<file path="config.mk">
export PLATFORM = sky130hd
export DESIGN_NAME = yfr_front
export DESIGN_NICKNAME = d
export VERILOG_FILES = /design/src/hdl/yfr_pkg.sv /design/src/hdl/yfr_front.sv
export SDC_FILE = /design/constraint.sdc
export NUM_CORES = 1
export LEC_CHECK = 0
export ABC_AREA = 1
export BUFFER_PORTS_ARGS = -buffer_cell sky130_fd_sc_hd__buf_2
export CORE_ASPECT_RATIO = 1.2
export CORE_UTILIZATION = 60
export CTS_CLUSTER_DIAMETER = 50
export CTS_CLUSTER_SIZE = 20
export DETAILED_ROUTE_END_ITERATION = 16
export GPL_ROUTABILITY_DRIVEN = 0
export PLACE_DENSITY = 0.82
export SETUP_SLACK_MARGIN = 0.2
export SLEW_MARGIN = 20
export SYNTH_ARGS = -nofsm -noshare
export SYNTH_HDL_FRONTEND = slang
export SYNTH_SLANG_ARGS = --single-unit
</file>
<file path="constraint.sdc">
create_clock -name clk -period 25.5 [get_ports clk]
set_input_delay 0 -clock clk [delete_from_list [all_inputs] [get_ports clk]]
set_output_delay 0 -clock clk [all_outputs]
set_load 0.005 [all_outputs]
</file>
<file path="src/hdl/yfr_pkg.sv">
`timescale 1ns / 1ps
// ----------------------------------------------------------------------------
// YUV 4:2:0 frame rotator package
// Shared sizes, configuration view and the command that travels from the
// address front end to the frame bank back end.
// ----------------------------------------------------------------------------
package yfr_pkg;

    // Largest supported luma frame.
    localparam int MAX_WIDTH  = 256;
    localparam int MAX_HEIGHT = 256;

    // Bytes of one frame bank: luma plus two quarter-size chroma planes.
    localparam int BANK_BYTES = (MAX_WIDTH * MAX_HEIGHT * 3) / 2;

    // Byte offset inside one bank.
    localparam int POS_W = $clog2(BANK_BYTES);

    // Frame dimension registers hold values up to the maximum itself.
    localparam int DIM_W = 9;

    // Output column and row counters.
    localparam int COORD_W = 8;

    // Depth of the command queue between front and back end.
    localparam int QUEUE_DEPTH = 4;
    localparam int QPTR_W      = $clog2(QUEUE_DEPTH);

    // Register indexes of the configuration port.
    localparam logic [1:0] REG_ROTATION = 2'd0;
    localparam logic [1:0] REG_WIDTH    = 2'd1;
    localparam logic [1:0] REG_HEIGHT   = 2'd2;

    // Rotation codes.
    localparam logic [1:0] ROT_NONE = 2'd0;
    localparam logic [1:0] ROT_90   = 2'd1;
    localparam logic [1:0] ROT_180  = 2'd2;
    localparam logic [1:0] ROT_270  = 2'd3;

    // Plane codes.
    localparam logic [1:0] PLANE_Y = 2'd0;
    localparam logic [1:0] PLANE_U = 2'd1;
    localparam logic [1:0] PLANE_V = 2'd2;

    // Frame geometry as the front end uses it, derived when a register is written.
    typedef struct packed {
        logic [1:0]       rotation;
        logic [DIM_W-1:0] width;
        logic [DIM_W-1:0] height;
        logic [POS_W-1:0] luma_bytes;
        logic [POS_W-1:0] total_bytes;
        logic [POS_W-1:0] v_base;
    } yfr_cfg_t;

    // One memory operation pair: store the incoming byte, fetch the rotated byte.
    typedef struct packed {
        logic             wr_bank;
        logic [POS_W-1:0] wr_addr;
        logic [7:0]       wr_data;
        logic [POS_W-1:0] rd_addr;
        logic             have_prev;
        logic             last;
    } yfr_cmd_t;

    // Drop bit 0 and saturate into 2..maxv.
    function automatic logic [DIM_W-1:0] even_clamp(input logic [DIM_W-1:0] v,
                                                    input logic [DIM_W-1:0] maxv);
        logic [DIM_W-1:0] m;
        logic [DIM_W-1:0] r;
        m = {maxv[DIM_W-1:1], 1'b0};
        r = {v[DIM_W-1:1], 1'b0};
        if (r < DIM_W'(2)) begin
            r = DIM_W'(2);
        end
        if (r > m) begin
            r = m;
        end
        return r;
    endfunction

endpackage

</file>
<file path="src/hdl/yfr_front.sv">
`timescale 1ns / 1ps
// ----------------------------------------------------------------------------
// YUV 4:2:0 frame rotator front end
// Accepts input bytes, tracks write position and output raster position per
// plane, and turns each transfer into a write and a rotated read address.
// ----------------------------------------------------------------------------
module yfr_front import yfr_pkg::*; (
    input  logic     clk,
    input  logic     rst_n,
    input  yfr_cfg_t cfg,
    input  logic     accept,
    input  logic [7:0] pixel_in,
    output yfr_cmd_t cmd
);

    logic               write_bank_reg, write_bank_next;
    logic [POS_W-1:0]   pos_reg, pos_next;
    logic [COORD_W-1:0] col_reg, col_next;
    logic [COORD_W-1:0] row_reg, row_next;
    logic [1:0]         plane_reg, plane_next;
    logic               have_prev_reg, have_prev_next;

    logic [1:0]         plane;
    logic [DIM_W-1:0]   in_w, in_h, out_w, out_h;
    logic [DIM_W-1:0]   ow_m1, oh_m1;
    logic [COORD_W-1:0] x, y;
    logic [DIM_W-1:0]   iw_m1_x, ih_m1_x, ih_m1_y, iw_m1_y;
    logic [COORD_W-1:0] mul_term, add_term;
    logic [POS_W-1:0]   base;
    logic [DIM_W+COORD_W-1:0] product;
    logic [POS_W-1:0]   src;
    logic [POS_W:0]     pos_inc;
    logic               last;
    logic [DIM_W-1:0]   col_inc, row_inc;

    // Current plane geometry, input and output side.
    always_comb
    begin
        plane = (plane_reg == 2'd3) ? PLANE_V : plane_reg;
        if (plane == PLANE_Y) begin
            in_w = cfg.width;
            in_h = cfg.height;
        end else begin
            in_w = {1'b0, cfg.width[DIM_W-1:1]};
            in_h = {1'b0, cfg.height[DIM_W-1:1]};
        end
        case (plane)
            PLANE_Y: base = '0;
            PLANE_U: base = cfg.luma_bytes;
            default: base = cfg.v_base;
        endcase
        if (cfg.rotation[0]) begin
            out_w = in_h;
            out_h = in_w;
        end else begin
            out_w = in_w;
            out_h = in_h;
        end
        ow_m1 = out_w - DIM_W'(1);
        oh_m1 = out_h - DIM_W'(1);
    end

    // Output coordinates, held to the plane edge if the frame shrank under them.
    always_comb
    begin
        x = ({1'b0, col_reg} < out_w) ? col_reg : ow_m1[COORD_W-1:0];
        y = ({1'b0, row_reg} < out_h) ? row_reg : oh_m1[COORD_W-1:0];
        iw_m1_x = in_w - DIM_W'(1) - {1'b0, x};
        ih_m1_x = in_h - DIM_W'(1) - {1'b0, x};
        ih_m1_y = in_h - DIM_W'(1) - {1'b0, y};
        iw_m1_y = in_w - DIM_W'(1) - {1'b0, y};
    end

    // Source offset is in_w * row_term + column_term inside the plane.
    always_comb
    begin
        case (cfg.rotation)
            ROT_NONE:
            begin
                mul_term = y;
                add_term = x;
            end
            ROT_90:
            begin
                mul_term = ih_m1_x[COORD_W-1:0];
                add_term = y;
            end
            ROT_180:
            begin
                mul_term = ih_m1_y[COORD_W-1:0];
                add_term = iw_m1_x[COORD_W-1:0];
            end
            default:
            begin
                mul_term = x;
                add_term = iw_m1_y[COORD_W-1:0];
            end
        endcase
        product = in_w * mul_term;
        src = product[POS_W-1:0] + POS_W'(add_term) + base;
    end

    // End of frame when the next position reaches the frame size.
    assign pos_inc = {1'b0, pos_reg} + (POS_W+1)'(1);
    assign last    = (pos_inc >= {1'b0, cfg.total_bytes});
    assign col_inc = {1'b0, col_reg} + DIM_W'(1);
    assign row_inc = {1'b0, row_reg} + DIM_W'(1);

    // Position counters advance on each accepted transfer.
    always_comb
    begin
        write_bank_next = write_bank_reg;
        pos_next        = pos_reg;
        col_next        = col_reg;
        row_next        = row_reg;
        plane_next      = plane_reg;
        have_prev_next  = have_prev_reg;
        if (accept) begin
            if (last) begin
                pos_next        = '0;
                col_next        = '0;
                row_next        = '0;
                plane_next      = PLANE_Y;
                write_bank_next = ~write_bank_reg;
                have_prev_next  = 1'b1;
            end else begin
                pos_next = pos_inc[POS_W-1:0];
                if (col_inc >= out_w) begin
                    col_next = '0;
                    if (row_inc >= out_h) begin
                        row_next   = '0;
                        plane_next = (plane_reg >= PLANE_V) ? PLANE_Y : plane_reg + 2'd1;
                    end else begin
                        row_next = row_inc[COORD_W-1:0];
                    end
                end else begin
                    col_next = col_inc[COORD_W-1:0];
                end
            end
        end
    end

    always_ff @(posedge clk or negedge rst_n)
    begin
        if (!rst_n) begin
            write_bank_reg <= 1'b0;
            pos_reg        <= '0;
            col_reg        <= '0;
            row_reg        <= '0;
            plane_reg      <= PLANE_Y;
            have_prev_reg  <= 1'b0;
        end else begin
            write_bank_reg <= write_bank_next;
            pos_reg        <= pos_next;
            col_reg        <= col_next;
            row_reg        <= row_next;
            plane_reg      <= plane_next;
            have_prev_reg  <= have_prev_next;
        end
    end

    // Command for the back end.
    always_comb
    begin
        cmd.wr_bank   = write_bank_reg;
        cmd.wr_addr   = pos_reg;
        cmd.wr_data   = pixel_in;
        cmd.rd_addr   = src;
        cmd.have_prev = have_prev_reg;
        cmd.last      = last;
    end

endmodule

</file>
==> run summary <==
Max_cap viols = 0
Fmax = 0.0969 GHz
Residual DRC = 0
Vias per std cell = 5.58
Die W = 114 µm
Min-Delay Path Class = primary input to primary output
Post-synth cell types = 51
Final setup fails = 0
Grt ovf = 0
Status = finished, final reports clean
Hold-fix buffers at CTS = 1
Max-Slew Margin vs Limit = 40.3%
Setup slack after layout = 15.18 ns
Layout area overhead = 8.12%
Mapped cell area = 9000 µm²
Syn Nets = 1548
Yosys Warn Count = 0
Vias in the first global route = 8623
Pre-CTS WS = 15.61 ns
Critical path class = flip-flop to primary output
Hold_sp = pixel_in[6]
Die extent in y = 136 µm
CTS max path bufs = 2
Aggregate routed wire length = 23.7 mm
Global-route wire length before repair = 39.1 mm
Hold Path Depth = 0
Cells after Synth = 1282
CP most frequent cell = nand2_1
Dpl cells = 1557
Vias = 8742
Final std cells w/o fill = 1566
Core footprint = 14500 µm²
Max Slew Vio Count = 0
Clock Latency Late Sink = 0.29 ns
Maximum number of pins on one net before global-route repair = 38
Crit path largest cell delay = 0.81 ns
Detail Route Antenna Nets = 0
Syn avg cell area = 7.02 µm²
Crit path from = plane_reg[0]
Crit Path Max Fanout = 30
Synth async-reset ratio = 100%
Num CTS Buffers = 5
Worst Path Required = 25.50 ns
Worst path bufs/invs = 8
Ant diodes = 0
H-tree Lvls = 2
CP startpoint kind = flip-flop
R2R Setup Slk = 20.83 ns
Clk slew on worst S/H paths = 0.06 ns
Hold slack = 0.00000197 ns
Reg2reg end = col_reg[2]
Layout cells sized above 1 = 14.8%
RSZ-0062 raised after global routing = no
Max reg flops = 17
EDFF count, synth = 0
DR iter-0 viols = 500
Gr usage total = 31.9%
DIE AREA = 15500 µm²
HPWL after detailed placement = 19.8 mm
Antenna violations before repair = 0
Starting density of the core = 61.9%
Root buffer cell = clkbuf_16
I/O Buffers = 110
Register area share after synthesis = 10.3%
Clock sinks = 37
Wire per inst = 15.1 µm
CTS tree = yes
Minimum clock period = 10.32 ns
Layout Nets = 1631
Post-route clock period utilization = 40.5%
I/O pins = 127
Total area of multi-input combinational cells = 6880 µm²
Max Clock Skew = 0.0112 ns
Row count = 48
R2R depth = 22
Top_reg_cell synth = dfrtp_1
Crit. path cell count = 47
Setup Buffers After CTS = 0
Register bit total from synthesis = 37
RR Startpoint = pos_reg[0]
Seq. cell area = 926 µm²
CP top delay family = adder cells
Worst-margin pin slew = 0.893 ns
DRT Pass-1 Iters = 5
Critical Path Sink Type = primary output
Post-CTS Resized = 0
Layout fillers = 1336
CP arrival = 10.32 ns
Final setup TNS = 0 ns
CP endpoint = cmd[18]
Fin. Hold Viols = 0
Critical-path top delay cell = nor2_4
[area by class of cell]
cell class / instances / area share [%]
multi-input cells: 954 / 70.7
inverters: 255 / 9.86
flip-flops and latches: 37 / 9.51
repair buffers: 112 / 5.84
well taps: 200 / 2.57
clock buffers: 5 / 1.29
clock inverters: 3 / 0.231
[cell usage in the layout (no fill, tap or decap), types with 3 or more instances in the layout]
cell type / instances
nand2_1: 259
inv_1: 242
ha_1: 120
buf_2: 110
nand3_1: 99
nor2_1: 97
fa_1: 64
o21ai_0: 52
xor2_1: 49
a21oi_1: 41
dfrtp_1: 37
o21ai_2: 20
xnor2_1: 14
o22ai_1: 14
inv_2: 12
nor2_2: 11
o21ai_1: 10
nand2_2: 10
nor3_1: 10
o21ai_4: 9
nand4_1: 9
nor4_1: 6
or2_2: 5
o21bai_1: 5
and2_1: 5
clkbuf_16: 5
o21a_1: 4
nand3_2: 4
a211oi_1: 4
nand2_4: 3
o31ai_1: 3
o211ai_1: 3
a221oi_1: 3
a21o_1: 3
[worst min-delay path by stage]
stage	end	slack, ns
floorplan	col_reg[0]	-0.30
global route	cmd[21]	0.000009
finish	cmd[25]	0.000002
CTS	cmd[23]	0.00003
detailed placement	cmd[23]	0.00003
global placement	cmd[23]	0.00003
[per-stage QoR]
step / utilization [%] / cell area (µm²)
2_1_floorplan: - / 9000
3_3_place_gp: 65.9 / 9580
3_5_place_dp: 65.9 / 9580
4_1_cts: 67.0 / 9730
5_1_grt: 67.0 / 9730
6_report: 67.0 / 9730
[cell families (layout without fill, tap and decap cells)]
| family | count (synthesis) | after routing | share of synthesized area (%) |
|---|---|---|---|
| AO/OA/AOI/OAI | 180 | 180 | 13.6 |
| XOR/XNOR | 63 | 63 | 6.13 |
| adder cells (fa/ha/maj) | 184 | 184 | 30.9 |
| buffers and inverters | 291 | 375 | 13.3 |
| flip-flops | 37 | 37 | 10.3 |
| multiplexers | 1 | 1 | 0.111 |
| AND/OR/NAND/NOR | 526 | 526 | 25.7 |
[layer usage]
layer  vias to the layer above  share of wire [%]  GRT usage, %
met1                      4061                 38          36.2
met2                       323                 50          57.6
met5                         -                  0             0
met4                         0                5.6          17.6
met3                       102                6.8          4.28
li1                       4256                  -             -
[cell usage after synthesis (all sizes together), types with 14 or more instances]
master,instances,share of area [%]
a21oi,43,2.5
xnor2,14,1.4
fa,64,14
inv,255,11
o21ai,91,7.0
nand3,103,5.9
xor2,49,4.8
buf,26,2.2
ha,120,17
nor2,110,5.1
dfrtp,37,10
o22ai,14,0.97
nand2,272,12
Power is left out: the tool's default activity adds up to more than one toggle a clock period on the data nets, which glitch-free logic cannot reach.
