### src/hdl/yfr_pkg.sv
`timescale 1ns / 1ps
// ----------------------------------------------------------------------------
// YUV 4:2:0 frame rotator package
// Shared sizes, configuration view and the command that travels from the
// address front end to the frame bank back end.
// ----------------------------------------------------------------------------
package yfr_pkg;

    // Largest supported luma frame.
    localparam int MAX_WIDTH  = 256;
    localparam int MAX_HEIGHT = 256;

    // Bytes of one frame bank: luma plus two quarter-size chroma planes.
    localparam int BANK_BYTES = (MAX_WIDTH * MAX_HEIGHT * 3) / 2;

    // Byte offset inside one bank.
    localparam int POS_W = $clog2(BANK_BYTES);

    // Frame dimension registers hold values up to the maximum itself.
    localparam int DIM_W = 9;

    // Output column and row counters.
    localparam int COORD_W = 8;

    // Depth of the command queue between front and back end.
    localparam int QUEUE_DEPTH = 4;
    localparam int QPTR_W      = $clog2(QUEUE_DEPTH);

    // Register indexes of the configuration port.
    localparam logic [1:0] REG_ROTATION = 2'd0;
    localparam logic [1:0] REG_WIDTH    = 2'd1;
    localparam logic [1:0] REG_HEIGHT   = 2'd2;

    // Rotation codes.
    localparam logic [1:0] ROT_NONE = 2'd0;
    localparam logic [1:0] ROT_90   = 2'd1;
    localparam logic [1:0] ROT_180  = 2'd2;
    localparam logic [1:0] ROT_270  = 2'd3;

    // Plane codes.
    localparam logic [1:0] PLANE_Y = 2'd0;
    localparam logic [1:0] PLANE_U = 2'd1;
    localparam logic [1:0] PLANE_V = 2'd2;

    // Frame geometry as the front end uses it, derived when a register is written.
    typedef struct packed {
        logic [1:0]       rotation;
        logic [DIM_W-1:0] width;
        logic [DIM_W-1:0] height;
        logic [POS_W-1:0] luma_bytes;
        logic [POS_W-1:0] total_bytes;
        logic [POS_W-1:0] v_base;
    } yfr_cfg_t;

    // One memory operation pair: store the incoming byte, fetch the rotated byte.
    typedef struct packed {
        logic             wr_bank;
        logic [POS_W-1:0] wr_addr;
        logic [7:0]       wr_data;
        logic [POS_W-1:0] rd_addr;
        logic             have_prev;
        logic             last;
    } yfr_cmd_t;

    // Drop bit 0 and saturate into 2..maxv.
    function automatic logic [DIM_W-1:0] even_clamp(input logic [DIM_W-1:0] v,
                                                    input logic [DIM_W-1:0] maxv);
        logic [DIM_W-1:0] m;
        logic [DIM_W-1:0] r;
        m = {maxv[DIM_W-1:1], 1'b0};
        r = {v[DIM_W-1:1], 1'b0};
        if (r < DIM_W'(2)) begin
            r = DIM_W'(2);
        end
        if (r > m) begin
            r = m;
        end
        return r;
    endfunction

endpackage

### src/hdl/yfr_queue.sv
`timescale 1ns / 1ps
// ----------------------------------------------------------------------------
// YUV 4:2:0 frame rotator command queue
// Short first-in first-out buffer between the front end and the back end.
// ----------------------------------------------------------------------------
module yfr_queue import yfr_pkg::*; (
    input  logic     clk,
    input  logic     rst_n,
    input  logic     push,
    input  yfr_cmd_t push_cmd,
    output logic     full,
    input  logic     pop,
    output yfr_cmd_t pop_cmd,
    output logic     not_empty
);

    yfr_cmd_t            entry_reg [QUEUE_DEPTH];
    logic [QPTR_W-1:0]   wr_ptr_reg, wr_ptr_next;
    logic [QPTR_W-1:0]   rd_ptr_reg, rd_ptr_next;
    logic [QPTR_W:0]     count_reg, count_next;

    assign full      = (count_reg == (QPTR_W+1)'(QUEUE_DEPTH));
    assign not_empty = (count_reg != '0);
    assign pop_cmd   = entry_reg[rd_ptr_reg];

    // Pointer and fill count update.
    always_comb
    begin
        wr_ptr_next = push ? wr_ptr_reg + QPTR_W'(1) : wr_ptr_reg;
        rd_ptr_next = pop ? rd_ptr_reg + QPTR_W'(1) : rd_ptr_reg;
        count_next  = count_reg;
        if (push && !pop) begin
            count_next = count_reg + (QPTR_W+1)'(1);
        end else if (pop && !push) begin
            count_next = count_reg - (QPTR_W+1)'(1);
        end
    end

    always_ff @(posedge clk or negedge rst_n)
    begin
        if (!rst_n) begin
            wr_ptr_reg <= '0;
            rd_ptr_reg <= '0;
            count_reg  <= '0;
        end else begin
            wr_ptr_reg <= wr_ptr_next;
            rd_ptr_reg <= rd_ptr_next;
            count_reg  <= count_next;
        end
    end

    // Queue storage.
    always_ff @(posedge clk)
    begin
        if (push) begin
            entry_reg[wr_ptr_reg] <= push_cmd;
        end
    end

endmodule

### config.mk
export PLATFORM = sky130hd
export DESIGN_NAME = yfr_queue
export DESIGN_NICKNAME = d
export VERILOG_FILES = /design/src/hdl/yfr_pkg.sv /design/src/hdl/yfr_queue.sv
export SDC_FILE = /design/constraint.sdc
export NUM_CORES = 1
export LEC_CHECK = 0
export BUFFER_PORTS_ARGS = -buffer_cell sky130_fd_sc_hd__buf_2
export CORE_MARGIN = 2
export CORE_UTILIZATION = 51
export CTS_CLUSTER_SIZE = 20
export DETAILED_ROUTE_END_ITERATION = 16
export MAX_ROUTING_LAYER = met4
export PLACE_DENSITY = 0.75
export SLEW_MARGIN = 25
export SYNTH_ARGS = -nofsm -noshare
export SYNTH_HDL_FRONTEND = slang
export SYNTH_SLANG_ARGS = --single-unit
### constraint.sdc
create_clock -name clk -period 2 [get_ports clk]
set_input_delay 0.4 -clock clk [delete_from_list [all_inputs] [get_ports clk]]
set_output_delay 0.4 -clock clk [all_outputs]
set_load 0.01 [all_outputs]
==> results of run 1 <==
-- cells by family after synthesis --
kind of cell | count (synthesis)
compound gates | 1
mux | 46
fa+ha+maj | 6
flops | 187
simple gates | 9
xor+xnor | 6
buf+inv | 14
-- area by class of cell --
class / count / area, um^2 / area share [%]
flip-flops and latches: 187 / 5590 / 66.3
clock inverters: 11 / 121 / 1.44
inverters: 4 / 15.0 / 0.178
well taps: 176 / 220 / 2.61
diodes: 1 / 2.50 / 0.0297
multi-input cells: 68 / 1220 / 14.5
clock buffers: 21 / 460 / 5.46
repair buffers: 109 / 806 / 9.56
-- what timing repair did --
action / 4_1_cts / 5_1_grt
endpoints found under the hold margin: 7 / 0
resized for setup: 12 / 12
hold buffers: 1 / 0
pin swaps: 0 / 0
setup buffers: 0 / 0
setup endpoints to repair: 45 / 45
-- path summary, 6_finish.rpt --
kind	end	slack, ns
worst min-delay path	entry_reg[0][43]$_DFFE_PP_	0.19
worst min register to register	count_reg[2]$_DFFE_PN0P_	0.49
max in group asynchronous	rd_ptr_reg[0]$_DFFE_PN0P_	1.49
worst max-delay path	pop_cmd[30]	-0.19
min in group asynchronous	count_reg[1]$_DFFE_PN0P_	0.34
worst max register to register	entry_reg[0][13]$_DFFE_PP_	0.55
-- routing by layer --
layer | up-vias | share of wire (%) | track usage [%]
li1 | 1376 | - | -
met1 | 1584 | 42 | 21.0
met2 | 81 | 51 | 28.6
met3 | 16 | 5.4 | 5.05
met4 | 0 | 1.5 | 6.98
met5 | - | 0 | -
-- synthesized netlist by cell type --
master / instances
inv_1: 4
or3_1: 1
xnor2_1: 2
xor2_1: 4
fa_1: 1
buf_8: 1
nor2_1: 1
nor3b_1: 1
nand2_1: 2
dfrtp_1: 7
mux2_2: 1
edfxtp_1: 180
buf_2: 5
buf_12: 2
mux4_2: 45
buf_4: 1
o21ai_0: 1
and2_1: 4
ha_1: 5
buf_6: 1
-- cells in the final DEF (no fill, tap or decap), types with 3 or more instances in the layout --
cell and n:
buf_6 24, clkbuf_16 17, clkinv_2 3, inv_1 4, buf_2 72, buf_4 6
xor2_1 4, dfrtp_1 5, ha_1 5, edfxtp_1 180, and2_2 4, buf_12 6
clkinvlp_4 5, mux4_2 45
-- where the power goes --
part / total, mW / internal (mW) / switching [mW]
Clock: 3.24 / 1.90 / 1.34
Sequential: 5.35 / 5.14 / 0.214
Combinational: 3.92 / 2.06 / 1.85
-- through the flow --
step	power [mW]	instances	hold slack, ns	instance area [um^2]	util (%)
after floorplan	7.72	269	0.104	6910	-
after global placement	8.94	543	0.243	7690	58.1
after detailed placement	9.04	543	0.244	7690	58.1
after CTS	12.5	576	0.166	8350	63.1
after global routing	13.1	577	0.169	8430	63.7
final	12.5	577	0.190	8430	63.7
==> metrics.txt, run 1 <==
status=finished, violations left; violated checks=negative setup slack; fill cell count=just over 900; Yosys cell types=20; VDD IR max=935 uV; CP Data Arrival Time=between 1.5 and 2 ns; Period minus WS final=2.19 ns; post-synthesis cell count=269; Layout area overhead=22.0%; RSZ-0062 raised after global routing=yes; Boundary Pins=96; GR Overflow Total=0; compound-gate portion of the synthesized area=less than 1%; WP depth=3; Post-route DRC=0; mapped cell area=approximately 6900 um^2; first-pass GRT wire length=~18000 um; Die Wd=between 100 and 150 um; Layout Skew=approximately 0.004 ns; number of flip-flops in the largest register=180; Num CTS Buffers=17; CP Max Fanout=20; Pwr per Cell Area=roughly 1500 nW/um^2; Crit path max-delay family=multiplexers; xor/xnor share of the synthesized area=less than 1%; starting DRC count in detailed routing=237; largest family of logic cells by synthesized area=multiplexers; largest net degree at the start of global routing=35; cell taking the most area after synthesis=edfxtp_1; H-tree depth reported by CTS=4; Worst R2R Path Depth=4; die area=14500 um^2; Critical Path Source=rd_ptr_reg[0]$_DFFE_PN0P_; #FFs+latches synth=~190; post-synthesis sequential area ratio=roughly four fifths; count of buffer and inverter cells on the critical path=2; Worst-Skew Late Latency=approximately 0.42 ns; Post-Route WL=11400 um; hold_sp=push_cmd[43]; nets@finish=about 440; Final Hold Fails=0; CTS tree=yes; reg-to-reg startpoint=wr_ptr_reg[0]$_DFFE_PN0P_; Synth Warn #=0; total track usage=~18%; via count of the routed design=slightly above 3000; drt via density=approximately 5.3; CP cell instances=buf_12 > mux4_2 > buf_6; synth top area cells=edfxtp_1 78%, mux4_2 15%, dfrtp_1 2.5%, ha_1 0.91%, buf_12 0.58%; CP startpoint kind=flop; syn_nets=324; fraction of the mapped netlist area in simple logic gates=0.724%; CP Capture Type=primary output; Post-Synth Adder-Cell Area=approximately 1.2%; Starting Density=52.2%; top-area cell type share of the netlist area=78.2%; Clock Tree Root=clkbuf_16; dpl hpwl=approximately 7000 um; layout cells sized above 1=between 40 and 50%; PortBufs=95; Clock Sinks=187; worst path required time=~1.6 ns; Leak Pwr=around 2.9 nW; post-synthesis mux area share=about 15%; fmax=about 0.46 GHz; DRT antenna net count=0; final setup fails=45; Post-Place Setup Slack=between 0.2 and 0.25 ns; Setup WS post-layout=-0.195 ns; WL per Instance=19.8 um; period utilization=110%; slowest cell on the critical path=mux4_2; max incr delay on CP=roughly 0.55 ns; TNS Setup=-7.14 ns; initial antenna violation count=1; Max clock buf depth=2; Pre-antenna DRT Iters=4; DIE HEIGHT=120 um; Worst Hold Depth=1; Cell Rows=42; Hold Path Class=input pin to flop; Setup CP Type=flop to primary output; vias in the first global route=about 3400; Max Cap Violations=0; final RePlAce weighted congestion=0.653; worst-margin pin slew=between 0.4 and 0.5 ns; CTS clk-pin slew, worst paths=~0.060 ns; relative max-transition margin=between 70% and 80%; Syn Area/Cell=25.7 um^2; Std-Cell Core Area=13200 um^2; Max Transition Viols Final=0
Power figures use the tool's default switching activity.
==> run 2: changes to the inputs <==
--- a/config.mk
+++ b/config.mk
@@ -11,7 +11,7 @@
 export CTS_CLUSTER_SIZE = 20
 export DETAILED_ROUTE_END_ITERATION = 16
 export MAX_ROUTING_LAYER = met4
-export PLACE_DENSITY = 0.75
+export PLACE_DENSITY = 0.83
 export SLEW_MARGIN = 25
 export SYNTH_ARGS = -nofsm -noshare
 export SYNTH_HDL_FRONTEND = slang
==> run 2 against run 1 <==
The run still ends with negative setup slack left. Sequential share of layout area down 0.80 points. First-iteration DRC count down 14%. Register-to-register slack worse by 0.15 ns. Critical endpoint is now pop_cmd[36]. Sequential power up 1%. Largest power group unchanged. Worst setup slack worse by 0.021 ns. Clock skew up 0.013 ns.
==> metrics.txt, run 2 (synthesis results as in run 1) <==
status=finished, violations left; Period minus WS final=2.22 ns (+0.0213 ns); layout cells sized above 1=47.6% (+0.13 points); Starting Density=52.2% (unchanged); Hold Path Class=input pin to flop; number of flip-flops in the largest register=180 (unchanged); Worst-Skew Late Latency=0.43 ns (about the same); Final Cell Area=8530 um^2 (+1.2%); Leak Pwr=2.97 nW (+1.5%); PortBufs=95 (unchanged); relative max-transition margin=70.6% (-1.6 points); final non-filler cell total=578 (+0.17%); commonest non-fill, non-tap cell in the layout=edfxtp_1; Worst Hold Endpoint=rd_ptr_reg[0]$_DFFE_PN0P_; CP startpoint kind=flop; worst path required time=1.60 ns (about the same); Setup WS post-layout=-0.216 ns (-0.0213 ns); starting DRC count in detailed routing=203 (-14%); Post-route DRC=0 (unchanged); CP Max Fanout=14 (-30%); Max clock buf depth=2 (unchanged); placed instance count=543 (unchanged); VDD IR max=808 uV (-14%); CP Data Arrival Time=1.82 ns (+0.03 ns); Layout area overhead=23.5%; drt via density=5.42 (+2.3%); via count of the routed design=3132 (+2.5%); Final Util=64.4% (+0.77 points); Max Transition Viols Final=0 (unchanged); flop-to-flop setup slack=0.40 ns (-0.15 ns); Cell Rows=42 (unchanged); RSZ-0062 raised after global routing=yes; largest net degree at the start of global routing=46 (+31%); H-tree depth reported by CTS=4 (unchanged); Setup CP Type=flop to primary output; DRT antenna net count=0 (unchanged); final RePlAce weighted congestion=0.684 (+4.7%); dpl hpwl=7550 um (+9.0%); Die Wd=120 um (unchanged); WL per Instance=21.0 um (+6.2%); FF-to-FF End=entry_reg[1][33]$_DFFE_PP_; Num CTS Buffers=17 (unchanged); Pre-antenna DRT Iters=6 (+2); Clock Sinks=187 (unchanged); reg-to-reg startpoint=wr_ptr_reg[1]$_DFFE_PN0P_; die area=14500 um^2 (unchanged); Std-Cell Core Area=13200 um^2 (unchanged); fill cell count=894 (-3.1%); Post-Place Setup Slack=0.188 ns (-0.0218 ns); total track usage=18.8% (+1.2 points); most frequent cells in the layout=180 x edfxtp_1, 69 x buf_2, 45 x mux4_2; Worst R2R Path Depth=4 (unchanged); fmax=0.451 GHz (-0.96%); Worst Hold Depth=2 (+1); GR Overflow Total=0 (unchanged); CTS tree=yes; worst-margin pin slew=0.441 ns (+0.0246 ns); DIE HEIGHT=120 um (unchanged); Post-Route WL=12100 um (+6.4%); first-pass GRT wire length=18800 um (+6.5%); Pwr per Cell Area=1510 nW/um^2 (+2.1%); Clock Tree Root=clkbuf_16; CP Capture Type=primary output; Boundary Pins=96 (unchanged); Final Hold Fails=0 (unchanged); nets@finish=443 (+0.23%); CTS clk-pin slew, worst paths=0.06 ns (about the same); Max Cap Violations=0 (unchanged); period utilization=111% (+1.1 points); final setup fails=45 (unchanged); violated checks=negative setup slack; Layout Skew=0.0166 ns (+0.0125 ns); hold_sp=pop; total power=12.9 mW (+3.3%); Placed Area=7730 um^2 (+0.49%); vias in the first global route=3407 (+0.65%); initial antenna violation count=1 (unchanged)
-- run 2: routing by layer --
metal  GRT usage (%)  vias to the layer above  share of wire (%)
li1                -                     1377                  -
met1            23.4                     1641                 41
met2            29.7                      102                 53
met3            5.94                       12                5.4
met4            6.32                        0               0.91
met5               -                        -                  0
-- run 2: power breakdown --
part	internal [mW]	switching [mW]	total, mW
clock	2.09	1.36	3.46
combinational	2.18	1.86	4.04
sequential	5.14	0.283	5.42
total	9.41	3.51	12.9
-- run 2: worst max-delay path by stage --
stage / slack (ns) / start / end / depth (start not counted)
after global routing: -0.29 / rd_ptr_reg[0]$_DFFE_PN0P_ / pop_cmd[36] / 3
after detailed placement: 0.19 / rd_ptr_reg[0]$_DFFE_PN0P_ / pop_cmd[33] / 3
after global placement: 0.18 / rd_ptr_reg[0]$_DFFE_PN0P_ / pop_cmd[30] / 3
after CTS: -0.26 / rd_ptr_reg[0]$_DFFE_PN0P_ / pop_cmd[5] / 3
after floorplan: 0.38 / wr_ptr_reg[0]$_DFFE_PN0P_ / entry_reg[2][0]$_DFFE_PP_ / 3
final: -0.22 / rd_ptr_reg[0]$_DFFE_PN0P_ / pop_cmd[36] / 3
-- run 2: cell type report --
class | instances | area (um^2) | area share [%]
repair buffers | 110 | 870 | 10.2
inverters | 4 | 15.0 | 0.176
well taps | 176 | 220 | 2.58
clock inverters | 14 | 191 | 2.24
multi-input cells | 68 | 1220 | 14.3
diodes | 1 | 2.50 | 0.0293
flip-flops and latches | 187 | 5590 | 65.5
clock buffers | 18 | 429 | 5.03
-- run 2: worst max-delay path, stage by stage, from the launching register on --
cell	delay, ns
dfrtp_4	0.50
buf_12	0.19
mux4_2	0.54
buf_6	0.15
-- run 2: timing repair --
action | 4_1_cts | 5_1_grt
setup buffers | 1 | 0
hold endpoints to repair | 7 | 0
endpoints found under the setup margin | 45 | 45
hold buffers | 1 | 0
resized for setup | 14 | 13
-- run 2: through the flow --
| stage | TNS [ns] | hold WS, ns |
|---|---|---|
| 6_report | -7.95 | 0.175 |
| 5_1_grt | -11.52 | 0.159 |
| 4_1_cts | -9.74 | 0.159 |
| 3_5_place_dp | 0 | 0.250 |
| 3_3_place_gp | 0 | 0.242 |
| 2_1_floorplan | 0 | 0.104 |
